File: config.mk
export PLATFORM = sky130hd
export DESIGN_NAME = utf8_to_utf16_decoder
export DESIGN_NICKNAME = d
export VERILOG_FILES = /design/src/hw/rtl/u8u16_pkg.sv /design/src/hw/rtl/u8u16_decode.sv /design/src/hw/rtl/u8u16_out_fifo.sv /design/src/hw/rtl/utf8_to_utf16_decoder.sv
export SDC_FILE = /design/constraint.sdc
export NUM_CORES = 1
export LEC_CHECK = 0
export BUFFER_PORTS_ARGS = -buffer_cell sky130_fd_sc_hd__buf_2
export CORE_ASPECT_RATIO = 0.8
export CORE_MARGIN = 4
export CORE_UTILIZATION = 45
export DETAILED_ROUTE_END_ITERATION = 10
export GPL_TIMING_DRIVEN = 0
export MAX_ROUTING_LAYER = met4
export PLACE_DENSITY_LB_ADDON = 0.3
export SKIP_LAST_GASP = 1
export SLEW_MARGIN = 10
export SYNTH_ARGS = -nofsm -noshare
export SYNTH_HDL_FRONTEND = slang
export SYNTH_SLANG_ARGS = --single-unit
export TNS_END_PERCENT = 100
File: constraint.sdc
create_clock -name aclk -period 3.85 [get_ports aclk]
set_clock_uncertainty 0.1 [all_clocks]
set_input_delay 0.5775 -clock aclk [delete_from_list [all_inputs] [get_ports aclk]]
set_output_delay 0.5775 -clock aclk [all_outputs]
set_load 0.1 [all_outputs]
File: src/hw/rtl/u8u16_pkg.sv
// Shared types and constants for the UTF-8 to UTF-16 decoder.
`default_nettype none

package u8u16_pkg;

    localparam int BYTE_W   = 8;
    localparam int UNIT_W   = 21;
    localparam int ACC_W    = 31;
    localparam int REM_W    = 3;
    localparam int CONT_W   = 6;
    localparam int SURR_W   = 10;
    localparam int NUM_W    = 2;
    localparam int FIFO_CNT_W = 2;

    localparam logic [BYTE_W-1:0] END_BYTE   = 8'h00;
    localparam logic [BYTE_W-1:0] LEAD2_MIN  = 8'b1100_0000;
    localparam logic [BYTE_W-1:0] LEAD3_MIN  = 8'b1110_0000;
    localparam logic [BYTE_W-1:0] LEAD4_MIN  = 8'b1111_0000;
    localparam logic [BYTE_W-1:0] LEAD5_MIN  = 8'b1111_1000;
    localparam logic [BYTE_W-1:0] LEAD6_MIN  = 8'b1111_1100;

    localparam logic [ACC_W-1:0]  PAIR_BASE  = 31'h0001_0000;
    localparam logic [UNIT_W-1:0] HI_SURR    = 21'h00D800;
    localparam logic [UNIT_W-1:0] LO_SURR    = 21'h00DC00;

    typedef struct packed {
        logic [UNIT_W-1:0] code_unit;
        logic              last_unit;
    } u8u16_unit_t;

    // units produced by one accepted byte: num is 0, 1 or 2
    typedef struct packed {
        logic [NUM_W-1:0] num;
        u8u16_unit_t      unit0;
        u8u16_unit_t      unit1;
    } u8u16_res_t;

endpackage

`default_nettype wire

File: src/hw/rtl/u8u16_decode.sv
// Byte decoder: accumulator state and code point to UTF-16 unit split.
`default_nettype none

module u8u16_decode
    import u8u16_pkg::*;
(
    input  wire logic              aclk,
    input  wire logic              aresetn,
    input  wire logic              in_fire,
    input  wire logic [BYTE_W-1:0] byte_in,
    output u8u16_res_t             res
);

    logic [ACC_W-1:0] acc_reg, acc_next;
    logic [REM_W-1:0] rem_reg, rem_next;
    logic [ACC_W-1:0] acc_sh;
    logic [REM_W-1:0] rem_dec;
    logic [ACC_W-1:0] cp;
    logic [ACC_W-1:0] cp_off;
    logic             emit;

    assign acc_sh  = {acc_reg[ACC_W-CONT_W-1:0], byte_in[CONT_W-1:0]};
    assign rem_dec = rem_reg - REM_W'(1);
    assign cp_off  = cp - PAIR_BASE;

    always_comb begin
        acc_next = acc_reg;
        rem_next = rem_reg;
        cp       = '0;
        emit     = 1'b0;
        if (rem_reg != '0) begin
            rem_next = rem_dec;
            if (rem_dec == '0) begin
                cp       = acc_sh;
                emit     = 1'b1;
                acc_next = '0;
            end else begin
                acc_next = acc_sh;
            end
        end else if (byte_in == END_BYTE) begin
            emit = 1'b0;
        end else if (byte_in < LEAD2_MIN) begin
            cp   = ACC_W'(byte_in);
            emit = 1'b1;
        end else if (byte_in < LEAD3_MIN) begin
            acc_next = ACC_W'(byte_in[4:0]);
            rem_next = REM_W'(1);
        end else if (byte_in < LEAD4_MIN) begin
            acc_next = ACC_W'(byte_in[3:0]);
            rem_next = REM_W'(2);
        end else if (byte_in < LEAD5_MIN) begin
            acc_next = ACC_W'(byte_in[2:0]);
            rem_next = REM_W'(3);
        end else if (byte_in < LEAD6_MIN) begin
            acc_next = ACC_W'(byte_in[1:0]);
            rem_next = REM_W'(4);
        end else begin
            acc_next = ACC_W'(byte_in[0]);
            rem_next = REM_W'(5);
        end
    end

    always_comb begin
        res = '0;
        if (in_fire && emit) begin
            if (cp < PAIR_BASE) begin
                res.num             = NUM_W'(1);
                res.unit0.code_unit = cp[UNIT_W-1:0];
                res.unit0.last_unit = 1'b1;
            end else begin
                res.num             = NUM_W'(2);
                res.unit0.code_unit = HI_SURR | cp_off[ACC_W-1:SURR_W];
                res.unit0.last_unit = 1'b0;
                res.unit1.code_unit = LO_SURR | UNIT_W'(cp_off[SURR_W-1:0]);
                res.unit1.last_unit = 1'b1;
            end
        end
    end

    always_ff @(posedge aclk) begin
        if (!aresetn) begin
            acc_reg <= '0;
            rem_reg <= '0;
        end else if (in_fire) begin
            acc_reg <= acc_next;
            rem_reg <= rem_next;
        end
    end

endmodule

`default_nettype wire

File: src/hw/rtl/u8u16_out_fifo.sv
// Three-entry result queue: takes up to two units per cycle, emits one per cycle while m_ready is high.
`default_nettype none

module u8u16_out_fifo
    import u8u16_pkg::*;
(
    input  wire logic              aclk,
    input  wire logic              aresetn,
    input  wire u8u16_res_t        res,
    output logic                   room,
    output logic                   m_valid,
    input  wire logic              m_ready,
    output logic [UNIT_W-1:0]      m_code_unit,
    output logic                   m_last_unit
);

    u8u16_unit_t            q0_reg, q1_reg, q2_reg;
    u8u16_unit_t            q0_next, q1_next, q2_next;
    u8u16_unit_t            sh0, sh1, sh2;
    logic [FIFO_CNT_W-1:0]  cnt_reg, cnt_next, cnt_after;
    logic                   pop;

    assign m_valid     = (cnt_reg != '0);
    assign pop         = m_valid && m_ready;
    assign room        = (cnt_reg <= FIFO_CNT_W'(1));
    assign m_code_unit = q0_reg.code_unit;
    assign m_last_unit = q0_reg.last_unit;

    assign sh0       = pop ? q1_reg : q0_reg;
    assign sh1       = pop ? q2_reg : q1_reg;
    assign sh2       = q2_reg;
    assign cnt_after = cnt_reg - FIFO_CNT_W'(pop);

    always_comb begin
        q0_next  = sh0;
        q1_next  = sh1;
        q2_next  = sh2;
        cnt_next = cnt_after + FIFO_CNT_W'(res.num);
        if (res.num != '0) begin
            case (cnt_after)
                2'd0: begin
                    q0_next = res.unit0;
                    q1_next = res.unit1;
                end
                2'd1: begin
                    q1_next = res.unit0;
                    q2_next = res.unit1;
                end
                default: begin
                    q2_next = res.unit0;
                end
            endcase
        end
    end

    always_ff @(posedge aclk) begin
        q0_reg <= q0_next;
        q1_reg <= q1_next;
        q2_reg <= q2_next;
    end

    always_ff @(posedge aclk) begin
        if (!aresetn) begin
            cnt_reg <= '0;
        end else begin
            cnt_reg <= cnt_next;
        end
    end

endmodule

`default_nettype wire

File: src/hw/rtl/utf8_to_utf16_decoder.sv
// Top level of the UTF-8 to UTF-16 decoder.
//
// Input channel s_*: one UTF-8 byte per item (s_byte_in). Output channel
// m_*: one UTF-16 unit per item (m_code_unit, 21 bits) with m_last_unit
// high on the final unit of a code point. Code points at or above 0x10000
// leave as a high/low surrogate pair; a zero lead byte ends a string and
// produces nothing. No validation is done on the byte stream.
// The unit(s) for an accepted byte are registered in the output queue.
// Throughput: one byte per cycle while s_ready is high; the decode state sits in
// the accumulator registers and each byte updates it in a single pass. Output
// drains one unit per cycle, while m_ready is high, from a three-entry queue;
// s_ready is high while the queue holds at most one unit, so a surrogate pair
// can bring s_ready low even when m_ready stays high.
// Stall: with m_ready low, m_valid and the payload hold; the queue keeps
// taking bytes until two or more units are waiting, then s_ready falls.
// Reset (aresetn low, synchronous): accumulator, pending byte count and
// queue are cleared; s_ready is high and m_valid low right after.
`default_nettype none

module utf8_to_utf16_decoder
    import u8u16_pkg::*;
(
    input  wire logic              aclk,
    input  wire logic              aresetn,
    input  wire logic              s_valid,
    output logic                   s_ready,
    input  wire logic [BYTE_W-1:0] s_byte_in,
    output logic                   m_valid,
    input  wire logic              m_ready,
    output logic [UNIT_W-1:0]      m_code_unit,
    output logic                   m_last_unit
);

    u8u16_res_t res;
    logic       in_fire;

    assign in_fire = s_valid && s_ready;

    u8u16_decode u_decode (
        .aclk    (aclk),
        .aresetn (aresetn),
        .in_fire (in_fire),
        .byte_in (s_byte_in),
        .res     (res)
    );

    u8u16_out_fifo u_out_fifo (
        .aclk        (aclk),
        .aresetn     (aresetn),
        .res         (res),
        .room        (s_ready),
        .m_valid     (m_valid),
        .m_ready     (m_ready),
        .m_code_unit (m_code_unit),
        .m_last_unit (m_last_unit)
    );

endmodule

`default_nettype wire

==> results of run 1 <==
how the worst max path moves through the flow:
stage,startpoint,end,slack (ns),cells after the start
3_3_place_gp,m_ready,u_out_fifo.q2_reg[2],-0.42,11
3_5_place_dp,m_ready,u_out_fifo.q2_reg[5],-0.53,11
6_report,u_out_fifo.cnt_reg[1],u_out_fifo.q2_reg[1],0.35,10
2_1_floorplan,u_out_fifo.cnt_reg[1],u_out_fifo.q2_reg[1],0.29,11
5_1_grt,u_out_fifo.cnt_reg[1],u_out_fifo.q2_reg[5],0.18,10
4_1_cts,u_out_fifo.cnt_reg[1],u_out_fifo.q2_reg[5],0.17,10
per-layer routing:
metal,vias up,track usage,wire (um)
li1,1949,-,-
met1,2028,0.349,6480
met2,188,0.331,5940
met3,24,0.0592,1210
met4,0,0.0645,254
met5,-,-,0
worst register-to-register path, stage by stage (launching register included):
cell and delay, ns:
dfxtp_1 0.37, or2_2 0.32, nand2_2 0.25, inv_2 0.28, ha_1 0.36, xnor2_2 0.35
and2_0 0.18, clkbuf_1 0.23, o2111ai_2 0.39, o21ai_2 0.33, a22o_1 0.21
stage by stage:
| stage | hold slack [ns] | util | setup TNS, ns | power (mW) |
|---|---|---|---|---|
| 6_report | 0.380 | 0.527 | 0 | 4.87 |
| 5_1_grt | 0.416 | 0.527 | 0 | 5.07 |
| 4_1_cts | 0.383 | 0.527 | 0 | 4.85 |
| 3_5_place_dp | 0.374 | 0.496 | -6.23 | 3.89 |
| 3_3_place_gp | 0.363 | 0.495 | -8.28 | 3.84 |
| 2_1_floorplan | 0.350 | - | 0 | 3.41 |
layout by cell type, fill, tap and decap left out, drive strengths merged, types with 7 or more instances in the layout:
master   n
o21ai   13
xnor2    7
nor2    16
nor2b   28
a21o    10
buf     47
dfxtp   74
nand3    7
a22oi   23
o22ai   11
edfxtp  22
mux2i   18
nor4     7
a21oi   32
nand2   74
nand4    8
a31oi    7
o221ai  14
and3    18
inv     17
o211ai   7
clkbuf  29
area by class of cell:
cell class,instances,area share
clock inverters,6,0.0155
plain buffers,33,0.0309
well taps,140,0.0323
repair buffers,33,0.0305
multi-input cells,360,0.442
clock buffers,10,0.0422
inverters,17,0.0118
flip-flops and latches,96,0.395
kinds of logic (layout without fill, tap and decap cells):
logic type,Yosys count,after routing
AOI/OAI and AO/OA,138,138
muxes,21,21
DFF,96,96
adders and majority gates,6,6
buffers and inverters,51,99
xor gates and xnor gates,9,9
and+or+nand+nor,186,186
what timing repair did:
item / in CTS / in global routing
cloned: 0 / 0
endpoints found under the setup margin: 25 / 6
gates resized for setup: 2 / 1
pin swaps: 0 / 0
power by group:
group	switching (mW)	total (mW)	internal [mW]	leakage [nW]
clock	0.392	0.958	0.566	0.146
combinational	1.78	2.40	0.623	1.09
sequential	0.156	1.52	1.36	0.817
==> results.ini, run 1 <==
[clocking]
cts.sink_count = 96
ctsLongestPathBuffers = 2
clockRootBuffer = clkbuf_16
hold_buffers = 0
path_clk_slew_ns = 0.07
htreeDepth = 3
cts_inserted_buffers = 9
cts_tree = built
cts_setup_buffers = 0
clkLatencyLatePin_ns = 0.35

[min_path]
holdPathEnd = u_out_fifo.m_last_unit
min_path_cells = 2
hold_path_startpoint = u_out_fifo.m_last_unit
hp-class = flop to flop

[logic_synthesis]
synth_ff_type = dfxtp_1
synth-simple-area-share = 0.212
synth_top_family_by_area = simple AND/OR/NAND/NOR gates
synth-xor-area-share = 0.0166
yosysMostFrequentCell = dfxtp_1
synth_seq_cells = 96
yosysWarnings = 0
synth_top_cell_by_area = dfxtp_1
synthDistinctLibCells = 63
synth_top_area_share = 0.312
synthAdderAreaFrac = 0.0158
synthTopCellsByCount = dfxtp_1 (74), nand2_1 (72), a21oi_1 (32)
seq_area_frac_synth = 0.451
synth_area_leaders = dfxtp_1 (31%), edfxtp_1 (14%), nand2_1 (5.7%)
syn_nets = 525
synthCells = 507
synth_edf_count = 22
muxShareOfSynthArea = 0.0451
netlist_area_um2 = 4750
synth_compound_area_frac = 0.209
syn_area_per_cell_um2 = 9.36
async_flop_share = 0

[floorplan]
rows = 33
die_x_um = 123
pin_count = 36
die_h_um = 99.9
dieArea_um2 = 12300
core_area_um2 = 10300
initial_utilization = 0.462

[final_layout]
area_delta_synth_final_pct = 14.3
ff_latch_area_um2 = 2140
fill_cells = 922
fin_nets = 568
instances_no_fill = 695
final_layout_size_suffix_gt1_frac = 0.157
multi_input_area_um2 = 2400
num_antenna_cells = 0
largest_register_ffs = 25
fin_area_um2 = 5420

[global_routing]
antenna_found_initial = 0
grt_usage = 0.240
first_global_vias = 3907
grt_pass1_wl_mm = 21.7
grt_max_degree = 23
grt-ovfl-total = 0

[place]
dpl.cell_count = 680
postPlaceCellArea_um2 = 5100
dp_hpwl_mm = 9.71
preCtsSetupSlack_ns = -0.526
port_buffers = 33
gp_congestion = 0.946

[setup_path]
cp.required_ns = 3.97
reg2reg_slack_ns = 0.35
start_kind = flop
slowest_delay_ns = 0.39
r2r_end = u_out_fifo.q2_reg[1]
cp_top_family = compound AO/OA/AOI/OAI gates
crit_chain = or2_2 -> nand2_2 -> inv_2 -> ha_1 -> xnor2_2 -> and2_0 -> clkbuf_1 -> o2111ai_2 -> o21ai_2 -> a22o_1
timing.rr.start = u_out_fifo.cnt_reg[1]
critical_path.slowest_cell = o2111ai_2
cp_data_arrival_time_ns = 3.62
worst-path-buf-inv = 2
end_kind = flop
criticalPathCategory = flop to flop
worst-r2r-cell-count = 10
path_max_fanout = 18

[run_status]
status = complete, no violations

[sta]
maxSlewViolCount = 0
hold_violations = 0
max_slew.worst_pin.slew_ns = 0.825
timing.final.ws_setup_ns = 0.346
relSlewSlack = 0.449
rsz0062_at_grt = no
max_freq_mhz = 285
setup_violations = 0
timing.final.crit_share = 0.910
finalCriticalPeriod_ns = 3.50

[routing]
avgViaCountPerCell = 6.03
drc = 0
ant_nets = 0
drt_pass1_iterations = 5
first_iter_violations = 418
drt_wl_total_mm = 13.9
wl_per_cell_um = 20.0
routed-via-count = 4189

[power_and_ir_drop]
power_density_nw_per_um2 = 899
peakVddDrop_mv = 0.541
p_leak_nw = 2.06

[job]
drv_cap = 0

Power figures use the tool's default switching activity.
==> run 2: changes to the inputs <==
- ABC_AREA: unset -> 1
==> results.ini, run 2 <==
[clocking]
clockRootBuffer = clkbuf_16
path_clk_slew_ns = 0.07
cts_setup_buffers = 0
htreeDepth = 3
ctsLongestPathBuffers = 2
cts_inserted_buffers = 9
clkLatencyLatePin_ns = 0.35
cts_tree = built
cts.sink_count = 96

[sta]
setup_tns_ns = 0
timing.final.ws_setup_ns = 0.302
rsz0062_at_grt = no
max_freq_mhz = 282
relSlewSlack = 0.522
maxSlewViolCount = 0
setup_violations = 0
timing.final.crit_share = 0.922
hold_violations = 0
max_slew.worst_pin.slew_ns = 0.715
finalCriticalPeriod_ns = 3.55

[setup_path]
slowest_delay_ns = 0.43
crit_chain = clkinvlp_4 -> nand2_2 -> nand2_2 -> clkinv_1 -> clkbuf_1 -> ha_1 -> xnor2_2 -> inv_1 -> nor2_2 -> inv_1 -> nand2_1 -> o21ai_0
start_kind = flop
critical_path.slowest_cell = dfxtp_1
criticalPathCategory = flop to flop
worst-path-buf-inv = 5
reg2reg_slack_ns = 0.30
cp.required_ns = 3.84
cp_data_arrival_time_ns = 3.54
end_kind = flop
cp_top_family = buffers and inverters
path_max_fanout = 10

[floorplan]
dieArea_um2 = 13500
initial_utilization = 0.460
die_h_um = 105
die_x_um = 129
pin_count = 36
core_area_um2 = 11500
rows = 35

[routing]
avgViaCountPerCell = 5.63
first_iter_violations = 497
wl_per_cell_um = 16.5
ant_nets = 0
drc = 0
drt_pass1_iterations = 5
drt_wl_total_mm = 15.4
routed-via-count = 5268

[logic_synthesis]
synth_area_leaders = dfxtp_1 (28%), nand2_1 (17%), edfxtp_1 (13%)
synth_seq_cells = 96
synthCells = 738
synthDistinctLibCells = 42
async_flop_share = 0
synth_top_cell_by_area = dfxtp_1
seq_area_frac_synth = 0.406
synth_top_area_share = 0.281
yosysWarnings = 0
netlist_area_um2 = 5280
synth_ff_type = dfxtp_1
syn_nets = 756
syn_area_per_cell_um2 = 7.15
synth_edf_count = 22
yosysMostFrequentCell = nand2_1
synthTopCellsByCount = nand2_1 (245), nand3_1 (85), dfxtp_1 (74)

[final_layout]
largest_register_ffs = 25
final_cell_mix = nand2_1 (244), nand3_1 (85), dfxtp_1 (74)
final_layout_size_suffix_gt1_frac = 0.147
area_delta_synth_final_pct = 13.4
fin_area_um2 = 5990
num_antenna_cells = 0
instances_no_fill = 936
fin_nets = 801
final_common_cell = nand2_1

[run_status]
status = complete, no violations

[place]
postPlaceCellArea_um2 = 5640
port_buffers = 34
dp_hpwl_mm = 11.5
dpl.cell_count = 920
preCtsSetupSlack_ns = 0.155
gp_congestion = 0.971

[power_and_ir_drop]
clkPwrFrac = 0.191
seq_power_share = 0.286
p_int_mw = 2.64
power_density_nw_per_um2 = 888
netSwitchingPower_mw = 2.68
power_frac_comb = 0.523
peakVddDrop_mv = 0.571
power_mw = 5.32
p_leak_nw = 2.86
swShare = 0.504

[global_routing]
grt-ovfl-total = 0
antenna_found_initial = 0
grt_pass1_wl_mm = 24.8
grt_max_degree = 23
grt_usage = 0.238
first_global_vias = 5040

[job]
drv_cap = 0

[min_path]
hp-class = flop to flop

==> run 2: worst paths after layout <==
| path | depth (start not counted) | endpoint | from |
|---|---|---|---|
| worst min-delay path | 2 | u_decode.acc_reg[11] | u_decode.acc_reg[11] |
| worst max-delay path | 12 | u_out_fifo.q2_reg[13] | u_out_fifo.cnt_reg[1] |
| worst min register to register | 2 | u_decode.acc_reg[11] | u_decode.acc_reg[11] |
| worst max register to register | 12 | u_out_fifo.q2_reg[13] | u_out_fifo.cnt_reg[1] |
==> run 2: power groups by stage <==
stage | Clock [mW] | Combinational (mW) | Sequential [mW]
global route | 1.06 | 3.00 | 1.56
detailed placement | 0 | 2.72 | 1.54
floorplan | 0 | 1.41 | 2.29
global placement | 0 | 2.68 | 1.53
finish | 1.02 | 2.78 | 1.52
CTS | 1.03 | 2.74 | 1.52
==> run 2: cell type report <==
type | instances | area (um^2)
Timing Repair Buffer | 34 | 170
Tap cell | 148 | 185
Inverter | 63 | 241
Sequential cell | 96 | 2140
Clock buffer | 11 | 253
Fill cell | 1154 | 5490
Clock inverter | 5 | 85.1
Buffer | 39 | 208
Multi-Input combinational cell | 540 | 2700
==> run 2: per-layer routing <==
layer	GRT usage	vias to the layer above	share of wire
li1	-	2526	-
met1	0.323	2490	0.45
met2	0.358	215	0.45
met3	0.0537	37	0.082
met4	0.0630	0	0.020
met5	-	-	0
==> run 2: logic make-up after synthesis <==
logic type | Yosys count | share of synthesized area
mux | 1 | 0.00190
flops | 96 | 0.406
compound gates | 111 | 0.121
buf+inv | 102 | 0.0844
fa+ha+maj | 6 | 0.0142
xor+xnor | 6 | 0.0114
simple gates | 416 | 0.361
==> run 2: timing repair <==
action,CTS,global route
gates resized for setup,0,1
setup endpoints to repair,0,19
hold buffers,0,0
endpoints found under the hold margin,0,0
==> run 2: worst min-delay path, cell delays in order, from the launching register on <==
cell and delay (ns):
dfxtp_1 0.30, inv_1 0.06, a211oi_1 0.06
==> run 2: metrics by stage <==
stage | hold WS (ns) | util
floorplan | 0.338 | -
global placement | 0.354 | 0.492
finish | 0.368 | 0.522
global route | 0.398 | 0.522
CTS | 0.370 | 0.521
detailed placement | 0.359 | 0.492
==> run 3: changes to the inputs <==
- BUFFER_PORTS_ARGS: -buffer_cell sky130_fd_sc_hd__buf_2 -> unset
- DONT_BUFFER_PORTS: unset -> 1
==> results.ini, run 3 (synthesized netlist as in run 2, its figures left out) <==
[run_status]
status = complete, no violations

[final_layout]
instances_no_fill = 901
largest_register_ffs = 25
final_layout_size_suffix_gt1_frac = 0.112
fill_cells = 1147
final_cell_mix = nand2_1 (244), nand3_1 (85), dfxtp_1 (74)
final_common_cell = nand2_1
area_delta_synth_final_pct = 10.1
num_antenna_cells = 0
fin_nets = 766

[floorplan]
pin_count = 36
die_x_um = 129
die_h_um = 105
core_area_um2 = 11500
rows = 35
initial_utilization = 0.460
dieArea_um2 = 13500

[place]
dpl.cell_count = 886
gp_congestion = 0.943
port_buffers = 0
dp_hpwl_mm = 11.3
preCtsSetupSlack_ns = -0.845

[clocking]
cts.sink_count = 96
ctsLongestPathBuffers = 2
htreeDepth = 3
clockRootBuffer = clkbuf_16
cts_inserted_buffers = 9
clkLatencyLatePin_ns = 0.35
cts_tree = built
path_clk_slew_ns = 0.07

[setup_path]
cp.required_ns = 3.73
start_kind = flop
end_kind = flop
path_max_fanout = 22
criticalPathCategory = flop to flop
cp_data_arrival_time_ns = 3.59

[sta]
timing.final.crit_share = 0.963
hold_violations = 0
setup_tns_ns = 0
relSlewSlack = 0.346
setup_violations = 0
rsz0062_at_grt = no
finalCriticalPeriod_ns = 3.71
max_slew.worst_pin.slew_ns = 0.980
timing.final.ws_setup_ns = 0.144
max_freq_mhz = 270
hold_ws_ns = 0.261
maxSlewViolCount = 0

[min_path]
hp-class = input pin to flop

[global_routing]
grt_usage = 0.235
first_global_vias = 4822
grt_pass1_wl_mm = 24.5
antenna_found_initial = 0
grt-ovfl-total = 0
grt_max_degree = 23

[power_and_ir_drop]
peakVddDrop_mv = 0.429
power_density_nw_per_um2 = 888
p_leak_nw = 2.71
power_mw = 5.16

[routing]
first_iter_violations = 520
drt_wl_total_mm = 15.2
wl_per_cell_um = 16.8
drt_pass1_iterations = 5
avgViaCountPerCell = 5.70
ant_nets = 0
routed-via-count = 5136
drc = 0

[job]
drv_cap = 0

run 3: changes by cell type in the layout (fill, tap and decap cells not counted), moves of 2 or more:
cell / change
clkbuf_1: -2
buf_2: -34
inv_8: +2
inv_6: -2
run 3: metal layers:
layer | up-vias | GRT usage | wire length [um]
li1 | 2461 | - | -
met1 | 2430 | 0.316 | 6700
met2 | 224 | 0.352 | 6730
met3 | 21 | 0.0634 | 1530
met4 | 0 | 0.0555 | 203
met5 | - | - | 0
run 3: worst paths after layout:
kind | startpoint | endpoint | slack (ns) | depth (start not counted)
hold / removal | s_byte_in[5] | u_out_fifo.q1_reg[6] | 0.26 | 2
setup reg to reg | u_out_fifo.cnt_reg[1] | u_out_fifo.q2_reg[5] | 0.14 | 8
hold reg to reg | u_decode.acc_reg[11] | u_decode.acc_reg[11] | 0.37 | 2
setup / recovery | u_out_fifo.cnt_reg[1] | u_out_fifo.q2_reg[5] | 0.14 | 8
run 3: what timing repair did:
action	CTS	global route
buffers inserted	0	0
gates resized for setup	5	3
setup endpoints to repair	78	21
hold buffers	0	0
pin swaps	1	1
run 3: critical path, cell delays in order, from the launching register on:
cell and delay (ns):
dfxtp_1 0.42, clkinvlp_4 0.55, nand2_8 0.42, nand2_2 0.24, clkinv_2 0.25, ha_1 0.35
inv_1 0.21, nor2_1 0.16, nor2_4 0.61
run 3: report_power, final:
part | switching (mW) | leakage [nW] | internal (mW) | total (mW)
combinational | 1.30 | 1.74 | 0.590 | 1.89
sequential | 0.954 | 0.819 | 1.37 | 2.32
clock | 0.416 | 0.149 | 0.532 | 0.948
run 3: cell type report:
type                            count  area, um^2  share of cell area
Multi-Input combinational cell    540        2720               0.468
Sequential cell                    96        2140               0.369
Inverter                           63         243              0.0418
Clock buffer                       10         239              0.0411
Buffer                             38         205              0.0353
Tap cell                          148         185              0.0319
Clock inverter                      6        76.3              0.0131
run 3: through the flow:
step | instance area, um^2 | util
4_1_cts | 5800 | 0.506
2_1_floorplan | 5290 | -
3_5_place_dp | 5470 | 0.477
3_3_place_gp | 5470 | 0.477
6_report | 5810 | 0.506
5_1_grt | 5810 | 0.506
